==> config.mk <==
export PLATFORM = sky130hd
export DESIGN_NAME = motion_gesture_flagger
export DESIGN_NICKNAME = d
export VERILOG_FILES = /design/src/hw/rtl/mgf_pkg.sv /design/src/hw/rtl/motion_gesture_flagger.sv
export SDC_FILE = /design/constraint.sdc
export NUM_CORES = 1
export LEC_CHECK = 0
export ABC_AREA = 1
export BUFFER_PORTS_ARGS = -buffer_cell sky130_fd_sc_hd__buf_2
export CORE_UTILIZATION = 50
export CTS_CLUSTER_DIAMETER = 200
export CTS_CLUSTER_SIZE = 40
export DETAILED_ROUTE_END_ITERATION = 10
export PLACE_DENSITY = 0.67
export SYNTH_ARGS = -nofsm -noshare
export SYNTH_HDL_FRONTEND = slang
export SYNTH_SLANG_ARGS = --single-unit
==> constraint.sdc <==
create_clock -name i_clk -period 15 [get_ports i_clk]
set_input_delay 3 -clock i_clk [delete_from_list [all_inputs] [get_ports i_clk]]
set_output_delay 3 -clock i_clk [all_outputs]
set_load 0.02 [all_outputs]
==> src/hw/rtl/mgf_pkg.sv <==
package mgf_pkg;

    // field widths
    localparam int unsigned GYRO_W   = 24;
    localparam int unsigned ACCEL_W  = 16;
    localparam int unsigned DIV_W    = 16;
    localparam int unsigned STRONG_W = 15;
    localparam int unsigned ROT_W    = 18;
    localparam int unsigned MOTION_W = 6;
    localparam int unsigned CFG_W    = 24;
    localparam int unsigned CFG_IDX_W = 3;

    // gyro difference and threshold widths (500 * 65535 fits in 25 bits)
    localparam int unsigned GDIFF_W = GYRO_W + 1;
    localparam int unsigned THR_W   = 25;
    localparam int unsigned CMP_W   = THR_W + 1;

    // rotation levels
    localparam int unsigned LVL_WEAK   = 100;
    localparam int unsigned LVL_MID    = 200;
    localparam int unsigned LVL_STRONG = 500;

    // offsets of each level group inside the rotation flags
    localparam int unsigned OFS_MID    = 0;
    localparam int unsigned OFS_WEAK   = 6;
    localparam int unsigned OFS_STRONG = 12;

    // rotation bit positions inside one level group
    localparam int unsigned ROT_Z_POS = 0;
    localparam int unsigned ROT_Z_NEG = 1;
    localparam int unsigned ROT_Y_NEG = 2;
    localparam int unsigned ROT_Y_POS = 3;
    localparam int unsigned ROT_X_POS = 4;
    localparam int unsigned ROT_X_NEG = 5;

    // motion flag positions
    localparam int unsigned MOT_UP    = 0;
    localparam int unsigned MOT_DOWN  = 1;
    localparam int unsigned MOT_FRONT = 2;
    localparam int unsigned MOT_BACK  = 3;
    localparam int unsigned MOT_RIGHT = 4;
    localparam int unsigned MOT_LEFT  = 5;

    // accelerometer decision levels
    localparam logic signed [ACCEL_W-1:0] ACC_UP_LVL    = 16'sd100;
    localparam logic signed [ACCEL_W-1:0] ACC_POS_LVL   = 16'sd200;
    localparam logic signed [ACCEL_W-1:0] ACC_NEG_LVL   = -16'sd200;
    localparam logic signed [ACCEL_W-1:0] ACC_RIGHT_LVL = -16'sd800;

    // register reset values
    localparam logic signed [ACCEL_W-1:0] ACC_OFS_X_RST = 16'sd30;
    localparam logic signed [ACCEL_W-1:0] ACC_OFS_Y_RST = 16'sd0;
    localparam logic signed [ACCEL_W-1:0] ACC_OFS_Z_RST = 16'sd1015;
    localparam logic signed [GYRO_W-1:0]  GYR_OFS_X_RST = -24'sd210;
    localparam logic signed [GYRO_W-1:0]  GYR_OFS_Y_RST = -24'sd700;
    localparam logic signed [GYRO_W-1:0]  GYR_OFS_Z_RST = 24'sd1120;
    localparam logic [DIV_W-1:0]          GYR_DIV_RST   = 16'd100;
    localparam logic [STRONG_W-1:0]       STRONG_RST    = 15'd800;

    // register index map
    typedef enum logic [CFG_IDX_W-1:0] {
        REG_ACCEL_OFFSET_X = 3'd0,
        REG_ACCEL_OFFSET_Y = 3'd1,
        REG_ACCEL_OFFSET_Z = 3'd2,
        REG_GYRO_OFFSET_X  = 3'd3,
        REG_GYRO_OFFSET_Y  = 3'd4,
        REG_GYRO_OFFSET_Z  = 3'd5,
        REG_GYRO_DIVISOR   = 3'd6,
        REG_STRONG_LEVEL   = 3'd7
    } t_reg_idx;

    typedef struct packed {
        logic signed [GYRO_W-1:0]  gyro_x;
        logic signed [GYRO_W-1:0]  gyro_y;
        logic signed [GYRO_W-1:0]  gyro_z;
        logic signed [ACCEL_W-1:0] accel_x;
        logic signed [ACCEL_W-1:0] accel_y;
        logic signed [ACCEL_W-1:0] accel_z;
    } t_in_item;

    typedef struct packed {
        logic [ROT_W-1:0]    rotation_flags;
        logic [MOTION_W-1:0] motion_flags;
    } t_out_item;

endpackage

==> src/hw/rtl/motion_gesture_flagger.sv <==
// channel   direction  valid        stall        payload
// ---------------------------------------------------------------
// sample    in         i_in_valid   o_in_stall   i_in_item  (t_in_item)
// flags     out        o_out_valid  i_out_stall  o_out_item (t_out_item)
// config    in         i_cfg_we     -            i_cfg_idx, i_cfg_data
//
// one transaction per cycle sustained while the output does not stall; a result
// is offered once its input has passed the input register, then the result register
// reset (synchronous, active low) empties both registers, clears held flags
// and hold counters, and loads the register defaults
// an output stall holds the result register; the input register still takes
// one more transaction, then the input stalls until the result moves on
module motion_gesture_flagger
    import mgf_pkg::*;
#(
    parameter int unsigned HOLD_SAMPLES   = 4,
    parameter int unsigned HOLD_SAMPLES_Z = 4
) (
    input  logic                  i_clk,
    input  logic                  i_rst_n,
    input  logic                  i_in_valid,
    output logic                  o_in_stall,
    input  t_in_item              i_in_item,
    output logic                  o_out_valid,
    input  logic                  i_out_stall,
    output t_out_item             o_out_item,
    input  logic                  i_cfg_we,
    input  logic [CFG_IDX_W-1:0]  i_cfg_idx,
    input  logic [CFG_W-1:0]      i_cfg_data
);

    // hold counter widths: signed, room for the doubled reload (z counter: its plain reload) and for -1
    localparam int unsigned CNT_W  = $clog2(2 * HOLD_SAMPLES + 1) + 1;
    localparam int unsigned CNTZ_W = $clog2(HOLD_SAMPLES_Z + 1) + 1;

    localparam logic signed [CNT_W-1:0]  RELOAD      = CNT_W'(HOLD_SAMPLES);
    localparam logic signed [CNT_W-1:0]  RELOAD_LONG = CNT_W'(2 * HOLD_SAMPLES);
    localparam logic signed [CNTZ_W-1:0] RELOAD_Z    = CNTZ_W'(HOLD_SAMPLES_Z);

    // configuration registers
    logic signed [ACCEL_W-1:0] r_acc_ofs_x, r_acc_ofs_y, r_acc_ofs_z;
    logic signed [GYRO_W-1:0]  r_gyr_ofs_x, r_gyr_ofs_y, r_gyr_ofs_z;
    logic [DIV_W-1:0]          r_gyr_div;
    logic [STRONG_W-1:0]       r_strong;

    // thresholds: level times gyro scale
    logic [THR_W-1:0] w_thr_weak, w_thr_mid, w_thr_strong;

    // pipeline registers
    logic      r_in_valid;
    t_in_item  r_in;
    logic      r_out_valid;
    t_out_item r_out;

    // gesture state
    logic [MOTION_W-1:0]     r_held, n_held;
    logic signed [CNT_W-1:0] r_cnt_x, n_cnt_x, r_cnt_y, n_cnt_y;
    logic signed [CNTZ_W-1:0] r_cnt_z, n_cnt_z;

    logic w_in_acc, w_adv, w_out_acc;

    // datapath signals
    logic signed [GDIFF_W-1:0] w_gx, w_gy, w_gz;
    logic signed [ACCEL_W-1:0] w_ax, w_ay, w_az;
    logic [ROT_W-1:0]          w_rot;
    logic                      w_zrot;
    logic [ACCEL_W:0]          w_abs_x, w_abs_y;

    // handshake
    assign w_out_acc   = r_out_valid && !i_out_stall;
    assign w_adv       = r_in_valid && (!r_out_valid || !i_out_stall);
    assign o_in_stall  = r_in_valid && !w_adv;
    assign w_in_acc    = i_in_valid && !o_in_stall;
    assign o_out_valid = r_out_valid;
    assign o_out_item  = r_out;

    // one direction pair at one level: d > t, or d < -t
    function automatic logic [1:0] lvl_flags(
        input logic signed [GDIFF_W-1:0] d,
        input logic [THR_W-1:0]          t
    );
        logic signed [CMP_W-1:0] ds;
        logic signed [CMP_W-1:0] ts;
        begin
            ds = CMP_W'(d);
            ts = $signed({1'b0, t});
            lvl_flags = {ds < -ts, ds > ts};
        end
    endfunction

    // configuration writes
    always_ff @(posedge i_clk) begin
        if (!i_rst_n) begin
            r_acc_ofs_x <= ACC_OFS_X_RST;
            r_acc_ofs_y <= ACC_OFS_Y_RST;
            r_acc_ofs_z <= ACC_OFS_Z_RST;
            r_gyr_ofs_x <= GYR_OFS_X_RST;
            r_gyr_ofs_y <= GYR_OFS_Y_RST;
            r_gyr_ofs_z <= GYR_OFS_Z_RST;
            r_gyr_div   <= GYR_DIV_RST;
            r_strong    <= STRONG_RST;
        end else if (i_cfg_we) begin
            unique case (t_reg_idx'(i_cfg_idx))
                REG_ACCEL_OFFSET_X: r_acc_ofs_x <= i_cfg_data[ACCEL_W-1:0];
                REG_ACCEL_OFFSET_Y: r_acc_ofs_y <= i_cfg_data[ACCEL_W-1:0];
                REG_ACCEL_OFFSET_Z: r_acc_ofs_z <= i_cfg_data[ACCEL_W-1:0];
                REG_GYRO_OFFSET_X:  r_gyr_ofs_x <= i_cfg_data[GYRO_W-1:0];
                REG_GYRO_OFFSET_Y:  r_gyr_ofs_y <= i_cfg_data[GYRO_W-1:0];
                REG_GYRO_OFFSET_Z:  r_gyr_ofs_z <= i_cfg_data[GYRO_W-1:0];
                REG_GYRO_DIVISOR:   r_gyr_div   <= i_cfg_data[DIV_W-1:0];
                REG_STRONG_LEVEL:   r_strong    <= i_cfg_data[STRONG_W-1:0];
                default: ;
            endcase
        end
    end

    // constant multiplies, shift and add only
    assign w_thr_weak   = THR_W'(r_gyr_div * LVL_WEAK);
    assign w_thr_mid    = THR_W'(r_gyr_div * LVL_MID);
    assign w_thr_strong = THR_W'(r_gyr_div * LVL_STRONG);

    // offset removal: gyro exact, accelerometer wraps to 16 bits
    always_comb begin
        w_gx = GDIFF_W'(r_in.gyro_x) - GDIFF_W'(r_gyr_ofs_x);
        w_gy = GDIFF_W'(r_in.gyro_y) - GDIFF_W'(r_gyr_ofs_y);
        w_gz = GDIFF_W'(r_in.gyro_z) - GDIFF_W'(r_gyr_ofs_z);
        w_ax = r_in.accel_x - r_acc_ofs_x;
        w_ay = r_in.accel_y - r_acc_ofs_y;
        w_az = r_in.accel_z - r_acc_ofs_z;
        // magnitude in 17 bits so that -32768 reads as 32768
        w_abs_x = w_ax[ACCEL_W-1] ? (ACCEL_W+1)'(-(ACCEL_W+1)'(w_ax))
                                  : (ACCEL_W+1)'(w_ax);
        w_abs_y = w_ay[ACCEL_W-1] ? (ACCEL_W+1)'(-(ACCEL_W+1)'(w_ay))
                                  : (ACCEL_W+1)'(w_ay);
    end

    // rotation flags, three levels per axis and direction
    always_comb begin
        logic [1:0] f;
        w_rot = '0;
        f = lvl_flags(w_gz, w_thr_mid);
        {w_rot[OFS_MID+ROT_Z_NEG], w_rot[OFS_MID+ROT_Z_POS]} = f;
        f = lvl_flags(w_gz, w_thr_weak);
        {w_rot[OFS_WEAK+ROT_Z_NEG], w_rot[OFS_WEAK+ROT_Z_POS]} = f;
        f = lvl_flags(w_gz, w_thr_strong);
        {w_rot[OFS_STRONG+ROT_Z_NEG], w_rot[OFS_STRONG+ROT_Z_POS]} = f;
        f = lvl_flags(w_gy, w_thr_mid);
        {w_rot[OFS_MID+ROT_Y_NEG], w_rot[OFS_MID+ROT_Y_POS]} = f;
        f = lvl_flags(w_gy, w_thr_weak);
        {w_rot[OFS_WEAK+ROT_Y_NEG], w_rot[OFS_WEAK+ROT_Y_POS]} = f;
        f = lvl_flags(w_gy, w_thr_strong);
        {w_rot[OFS_STRONG+ROT_Y_NEG], w_rot[OFS_STRONG+ROT_Y_POS]} = f;
        f = lvl_flags(w_gx, w_thr_mid);
        {w_rot[OFS_MID+ROT_X_NEG], w_rot[OFS_MID+ROT_X_POS]} = f;
        f = lvl_flags(w_gx, w_thr_weak);
        {w_rot[OFS_WEAK+ROT_X_NEG], w_rot[OFS_WEAK+ROT_X_POS]} = f;
        f = lvl_flags(w_gx, w_thr_strong);
        {w_rot[OFS_STRONG+ROT_X_NEG], w_rot[OFS_STRONG+ROT_X_POS]} = f;
        // yaw at mid level gates the x and y axis decisions
        w_zrot = w_rot[OFS_MID+ROT_Z_POS] || w_rot[OFS_MID+ROT_Z_NEG];
    end

    // per-axis hold logic: re-evaluate when the hold expired (counter
    // negative) or the axis holds no flag, else count down
    always_comb begin
        n_held  = r_held;
        n_cnt_x = r_cnt_x;
        n_cnt_y = r_cnt_y;
        n_cnt_z = r_cnt_z;

        // z axis: up / down, gated by the x roll flags
        if (r_cnt_z[CNTZ_W-1] || !(r_held[MOT_UP] || r_held[MOT_DOWN])) begin
            if (w_az > ACC_UP_LVL && w_rot[OFS_MID+ROT_X_POS]) begin
                n_held[MOT_UP] = 1'b1;
            end else if (w_az < ACC_NEG_LVL && w_rot[OFS_MID+ROT_X_NEG]) begin
                n_held[MOT_DOWN] = 1'b1;
            end else begin
                n_held[MOT_UP]   = 1'b0;
                n_held[MOT_DOWN] = 1'b0;
            end
            n_cnt_z = RELOAD_Z;
        end else begin
            n_cnt_z = r_cnt_z - CNTZ_W'(1);
        end

        // y axis: back / front
        if (r_cnt_y[CNT_W-1] || !(r_held[MOT_FRONT] || r_held[MOT_BACK])) begin
            if (w_ay > ACC_POS_LVL && w_zrot) begin
                n_held[MOT_BACK] = 1'b1;
            end else if (w_ay < ACC_NEG_LVL && w_zrot) begin
                n_held[MOT_FRONT] = 1'b1;
            end else begin
                n_held[MOT_FRONT] = 1'b0;
                n_held[MOT_BACK]  = 1'b0;
            end
            n_cnt_y = (w_abs_y > (ACCEL_W+1)'(r_strong)) ? RELOAD_LONG : RELOAD;
        end else begin
            n_cnt_y = r_cnt_y - CNT_W'(1);
        end

        // x axis: left / right, right needs a larger swing
        if (r_cnt_x[CNT_W-1] || !(r_held[MOT_RIGHT] || r_held[MOT_LEFT])) begin
            if (w_ax > ACC_POS_LVL && w_zrot) begin
                n_held[MOT_LEFT] = 1'b1;
            end else if (w_ax < ACC_RIGHT_LVL && w_zrot) begin
                n_held[MOT_RIGHT] = 1'b1;
            end else begin
                n_held[MOT_RIGHT] = 1'b0;
                n_held[MOT_LEFT]  = 1'b0;
            end
            n_cnt_x = (w_abs_x > (ACCEL_W+1)'(r_strong)) ? RELOAD_LONG : RELOAD;
        end else begin
            n_cnt_x = r_cnt_x - CNT_W'(1);
        end
    end

    // input register
    always_ff @(posedge i_clk) begin
        if (!i_rst_n) begin
            r_in_valid <= 1'b0;
        end else if (w_in_acc) begin
            r_in_valid <= 1'b1;
        end else if (w_adv) begin
            r_in_valid <= 1'b0;
        end
    end

    always_ff @(posedge i_clk) begin
        if (w_in_acc) begin
            r_in <= i_in_item;
        end
    end

    // state advances once per transaction leaving the input register
    always_ff @(posedge i_clk) begin
        if (!i_rst_n) begin
            r_held  <= '0;
            r_cnt_x <= '0;
            r_cnt_y <= '0;
            r_cnt_z <= '0;
        end else if (w_adv) begin
            r_held  <= n_held;
            r_cnt_x <= n_cnt_x;
            r_cnt_y <= n_cnt_y;
            r_cnt_z <= n_cnt_z;
        end
    end

    // result register
    always_ff @(posedge i_clk) begin
        if (!i_rst_n) begin
            r_out_valid <= 1'b0;
        end else if (w_adv) begin
            r_out_valid <= 1'b1;
        end else if (w_out_acc) begin
            r_out_valid <= 1'b0;
        end
    end

    always_ff @(posedge i_clk) begin
        if (w_adv) begin
            r_out.rotation_flags <= w_rot;
            r_out.motion_flags   <= n_held;
        end
    end

`ifndef SYNTHESIS
    // an empty input register never pushes back
    a_no_stall_empty: assert property (@(posedge i_clk) disable iff (!i_rst_n)
        !r_in_valid |-> !o_in_stall)
        else $error("input stalled with empty input register");

    // a transaction that leaves the input register is offered next cycle
    a_adv_offers: assert property (@(posedge i_clk) disable iff (!i_rst_n)
        w_adv |=> r_out_valid)
        else $error("advanced transaction not offered");

    // held flags change only when a transaction is processed
    a_held_stable: assert property (@(posedge i_clk) disable iff (!i_rst_n)
        !w_adv |=> $stable(r_held))
        else $error("held flags changed without a transaction");

    // hold counters stay between expired and the longest reload
    a_cnt_range: assert property (@(posedge i_clk) disable iff (!i_rst_n)
        (r_cnt_x >= -CNT_W'(1)) && (r_cnt_x <= RELOAD_LONG) &&
        (r_cnt_y >= -CNT_W'(1)) && (r_cnt_y <= RELOAD_LONG) &&
        (r_cnt_z >= -CNTZ_W'(1)) && (r_cnt_z <= RELOAD_Z))
        else $error("hold counter out of range");
`endif

endmodule
==> flow_summary.yaml <==
clock_network:
  worst_skew_pair.late_latency_ns: 0.59
  cts_tree: "yes"
  cts_resized: 0
  numCtsBuffers: 12
  cts.repair_timing.setup_buffer_count: 0
  post_cts_hold_buffer_count: 0
  clock_path_buffers: 3
  cts.htree.levels: 1
  clock_sink_count: 317
  clock_tree.root_cell: "sky130_fd_sc_hd__clkbuf_16"
  cts.clk_slew.worst_paths_ns: 0.16
timing:
  layout_min_cycle_time_ns: 6.87
  fin_skew_ns: 0.0925
  finalSetupViolCount: 0
  rsz0062_at_grt: "no"
  timing_worst_slew_pin_value_ns: 1.23
  post-route-period-util: 0.458
  finalSetupTns_ns: 0
  achievable-frequency_mhz: 146
  hold_viol: 0
  maxSlewHeadroom: 0.175
  maxSlewViolCount: 0
drt:
  drt_first_iter_violations: 2131
  vias_per_cell: 5.48
  detail_route.wl_per_cell_um: 19.0
  drt_pre_antenna_iters: 5
  remaining_drc_errors: 0
  dr_total_vias: 29400
  drt-total-wl_um: 102000
  drt.antenna.violating_nets: 0
critical_path:
  worst_setup_path_startpoint: "r_gyr_div[0]"
  worstPathArrival_ns: 7.22
  r2r_path_end: "o_out_item[2]"
  critical_path.most_common_cell: "sky130_fd_sc_hd__nand2_1"
  r2r_setup_slack_ns: 8.13
  critPathSlowestCell: "sky130_fd_sc_hd__dfxtp_1"
  cp-end-kind: "flip-flop"
  crit_path_start_kind: "flip-flop"
  r2r_start: "r_gyr_div[0]"
  path_max_fanout: 12
  worst-endpoint-required_ns: 15.35
  critical_path.max_stage_delay_ns: 0.68
  worst-setup-path-type: "reg2reg"
  worst_r2r_path_cells: 32
  worstSetupEndpoint: "o_out_item[2]"
final_layout:
  final_cells: 5362
  layout_common_cells: "834 x sky130_fd_sc_hd__nand2_1, 683 x sky130_fd_sc_hd__inv_1, 616 x sky130_fd_sc_hd__ha_1"
  layout-drive-gt1-share: 0.0788
  final_nets: 5339
  utilization: 0.545
  num-fill-cells: 6374
  area_growth_syn_to_layout_pct: 7.71
  mostFrequentLayoutCell: "sky130_fd_sc_hd__nand2_1"
synth:
  post_synth_instance_area_mm2: 0.0327
  sequential_area_share_after_synthesis: 0.238
  syn_avg_cell_area_um2: 7.59
  yosysWarningCount: 0
  fraction_of_registers_with_async_set_or_reset_after_synthesis: 0
  postSynthRegisterBits: 317
  synthDistinctLibCells: 56
  synth-main-ff-cell: "sky130_fd_sc_hd__dfxtp_1"
  synth_largest_area_cell: "sky130_fd_sc_hd__ha_1"
  ys_top_cells_by_area: "sky130_fd_sc_hd__ha_1 24%, sky130_fd_sc_hd__edfxtp_1 13%, sky130_fd_sc_hd__dfxtp_1 11%"
  post-synth-top-area-fraction: 0.236
  synthesis.nets: 5149
  synth-edff-count: 144
  synthesis.instances: 4310
global_route:
  first_global_vias: 27900
  groute.usage.overall: 0.303
  grt_max_degree: 91
  grt_remaining_overflow: 0
  grt_antenna_before_repair: 4
  grt_first_pass_wirelength_um: 157000
power:
  netSwitchingFraction: 0.490
  total_leakage_power_nw: 17.8
  clockPowerShare: 0.121
  p_seq_frac: 0.260
  power.density_mw_per_mm2: 107
  part_of_the_power_in_combinational_logic: 0.620
  power.internal_w: 0.00192
  maximum_vdd_drop_mv: 0.0898
  power_switching_w: 0.00184
die:
  dieArea_mm2: 0.0664
  die_w_um: 258
  fp.coreArea_mm2: 0.0646
  die_height_um: 258
  design.portCount: 178
  start_util: 0.506
  rows: 93
hold_path:
  hold_path.class: "reg2reg"
place:
  placedCellCount: 5341
  gpl.final_weighted_congestion: 1.02
  io_buffer_count: 177
  place.detailed.hpwl_um: 83300
flow_run:
  max_cap_violations: 0
status:
  run_status: "completed"
## state kept, by name, indices dropped and copies added, names as in the netlist
name / cells
r_in: 120
o_out_item: 24
r_gyr_ofs_x: 24
r_gyr_ofs_y: 24
r_gyr_ofs_z: 24
r_acc_ofs_x: 16
r_acc_ofs_y: 16
r_acc_ofs_z: 16
r_gyr_div: 16
r_strong: 15
r_held: 6
r_cnt_x: 5
r_cnt_y: 5
r_cnt_z: 4
o_out_valid: 1
r_in_valid: 1
## area by class of cell
| cell class | count | area [um^2] | area share |
|---|---|---|---|
| repair buffers | 226 | 1260 | 0.0357 |
| well taps | 855 | 1070 | 0.0304 |
| multi-input cells | 3242 | 22100 | 0.627 |
| flip-flops and latches | 317 | 7790 | 0.221 |
| clock inverters | 3 | 55.1 | 0.00156 |
| clock buffers | 17 | 319 | 0.00906 |
| inverters | 701 | 2630 | 0.0748 |
| diodes | 1 | 2.50 | 0.0000710 |
## kinds of logic (layout without fill, tap and decap cells)
group / Yosys count / in the layout / synth area share
multiplexers: 1 / 1 / 0.000306
buffers and inverters: 751 / 947 / 0.0864
flip-flops: 317 / 317 / 0.238
adder cells (fa/ha/maj): 687 / 687 / 0.279
other: 0 / 1 / 0
XOR/XNOR: 173 / 173 / 0.0470
AND/OR/NAND/NOR: 1526 / 1526 / 0.202
AO/OA/AOI/OAI: 855 / 855 / 0.147
## stage by stage
step	power, W	area (um^2)	setup WS (ns)	hold slack (ns)
final	0.00376	35200	8.13	0.469
after global placement	0.00324	34800	8.32	0.447
after CTS	0.00373	35200	8.21	0.474
after global routing	0.00409	35200	7.55	0.487
after detailed placement	0.00327	34800	8.25	0.454
after floorplan	0.00261	32700	8.61	0.435
## layer usage
layer,GRT usage,part of all wire
met1,0.409,0.45
met2,0.501,0.45
met3,0.0385,0.069
met4,0.0957,0.035
met5,0,0.00013
## worst max-delay path: cells and delay by family, from the launching register on
| kind | cells | cell delay [ns] |
|---|---|---|
| xor+xnor | 2 | 0.94 |
| buf+inv | 5 | 0.64 |
| simple gates | 15 | 1.72 |
| fa+ha+maj | 5 | 1.72 |
| compound gates | 5 | 0.92 |
| flops | 1 | 0.68 |
## power by group through the flow
stage	sequential, W	clock, W	combinational (W)
global placement	0.000995	0	0.00225
detailed placement	0.000996	0	0.00227
floorplan	0.000996	0	0.00161
finish	0.000976	0.000453	0.00233
CTS	0.000977	0.000464	0.00229
global route	0.000981	0.000486	0.00262
## cell usage after synthesis (22+ instances only)
master / n
sky130_fd_sc_hd__nand2_1: 834
sky130_fd_sc_hd__inv_1: 684
sky130_fd_sc_hd__ha_1: 616
sky130_fd_sc_hd__a21oi_1: 420
sky130_fd_sc_hd__nor2_1: 267
sky130_fd_sc_hd__o21ai_0: 234
sky130_fd_sc_hd__nand3_1: 184
sky130_fd_sc_hd__dfxtp_1: 173
sky130_fd_sc_hd__edfxtp_1: 144
sky130_fd_sc_hd__xor2_1: 127
sky130_fd_sc_hd__fa_1: 71
sky130_fd_sc_hd__nand4_1: 71
sky130_fd_sc_hd__o211ai_1: 65
sky130_fd_sc_hd__nor3_1: 55
sky130_fd_sc_hd__clkbuf_1: 47
sky130_fd_sc_hd__xnor2_1: 43
sky130_fd_sc_hd__nand2_2: 30
sky130_fd_sc_hd__a211oi_1: 22
## worst min path at each step
stage,slack (ns),depth (start not counted),endpoint,start
after global placement,0.45,2,r_acc_ofs_y[4],r_acc_ofs_y[4]
after global routing,0.49,2,r_acc_ofs_y[4],r_acc_ofs_y[4]
after CTS,0.47,2,r_gyr_ofs_z[18],r_gyr_ofs_z[18]
final,0.47,2,r_acc_ofs_x[12],r_acc_ofs_x[12]
after detailed placement,0.45,2,r_gyr_ofs_y[5],r_gyr_ofs_y[5]
after floorplan,0.44,2,r_acc_ofs_x[10],r_acc_ofs_x[10]
(Power assumes the default switching activity.)
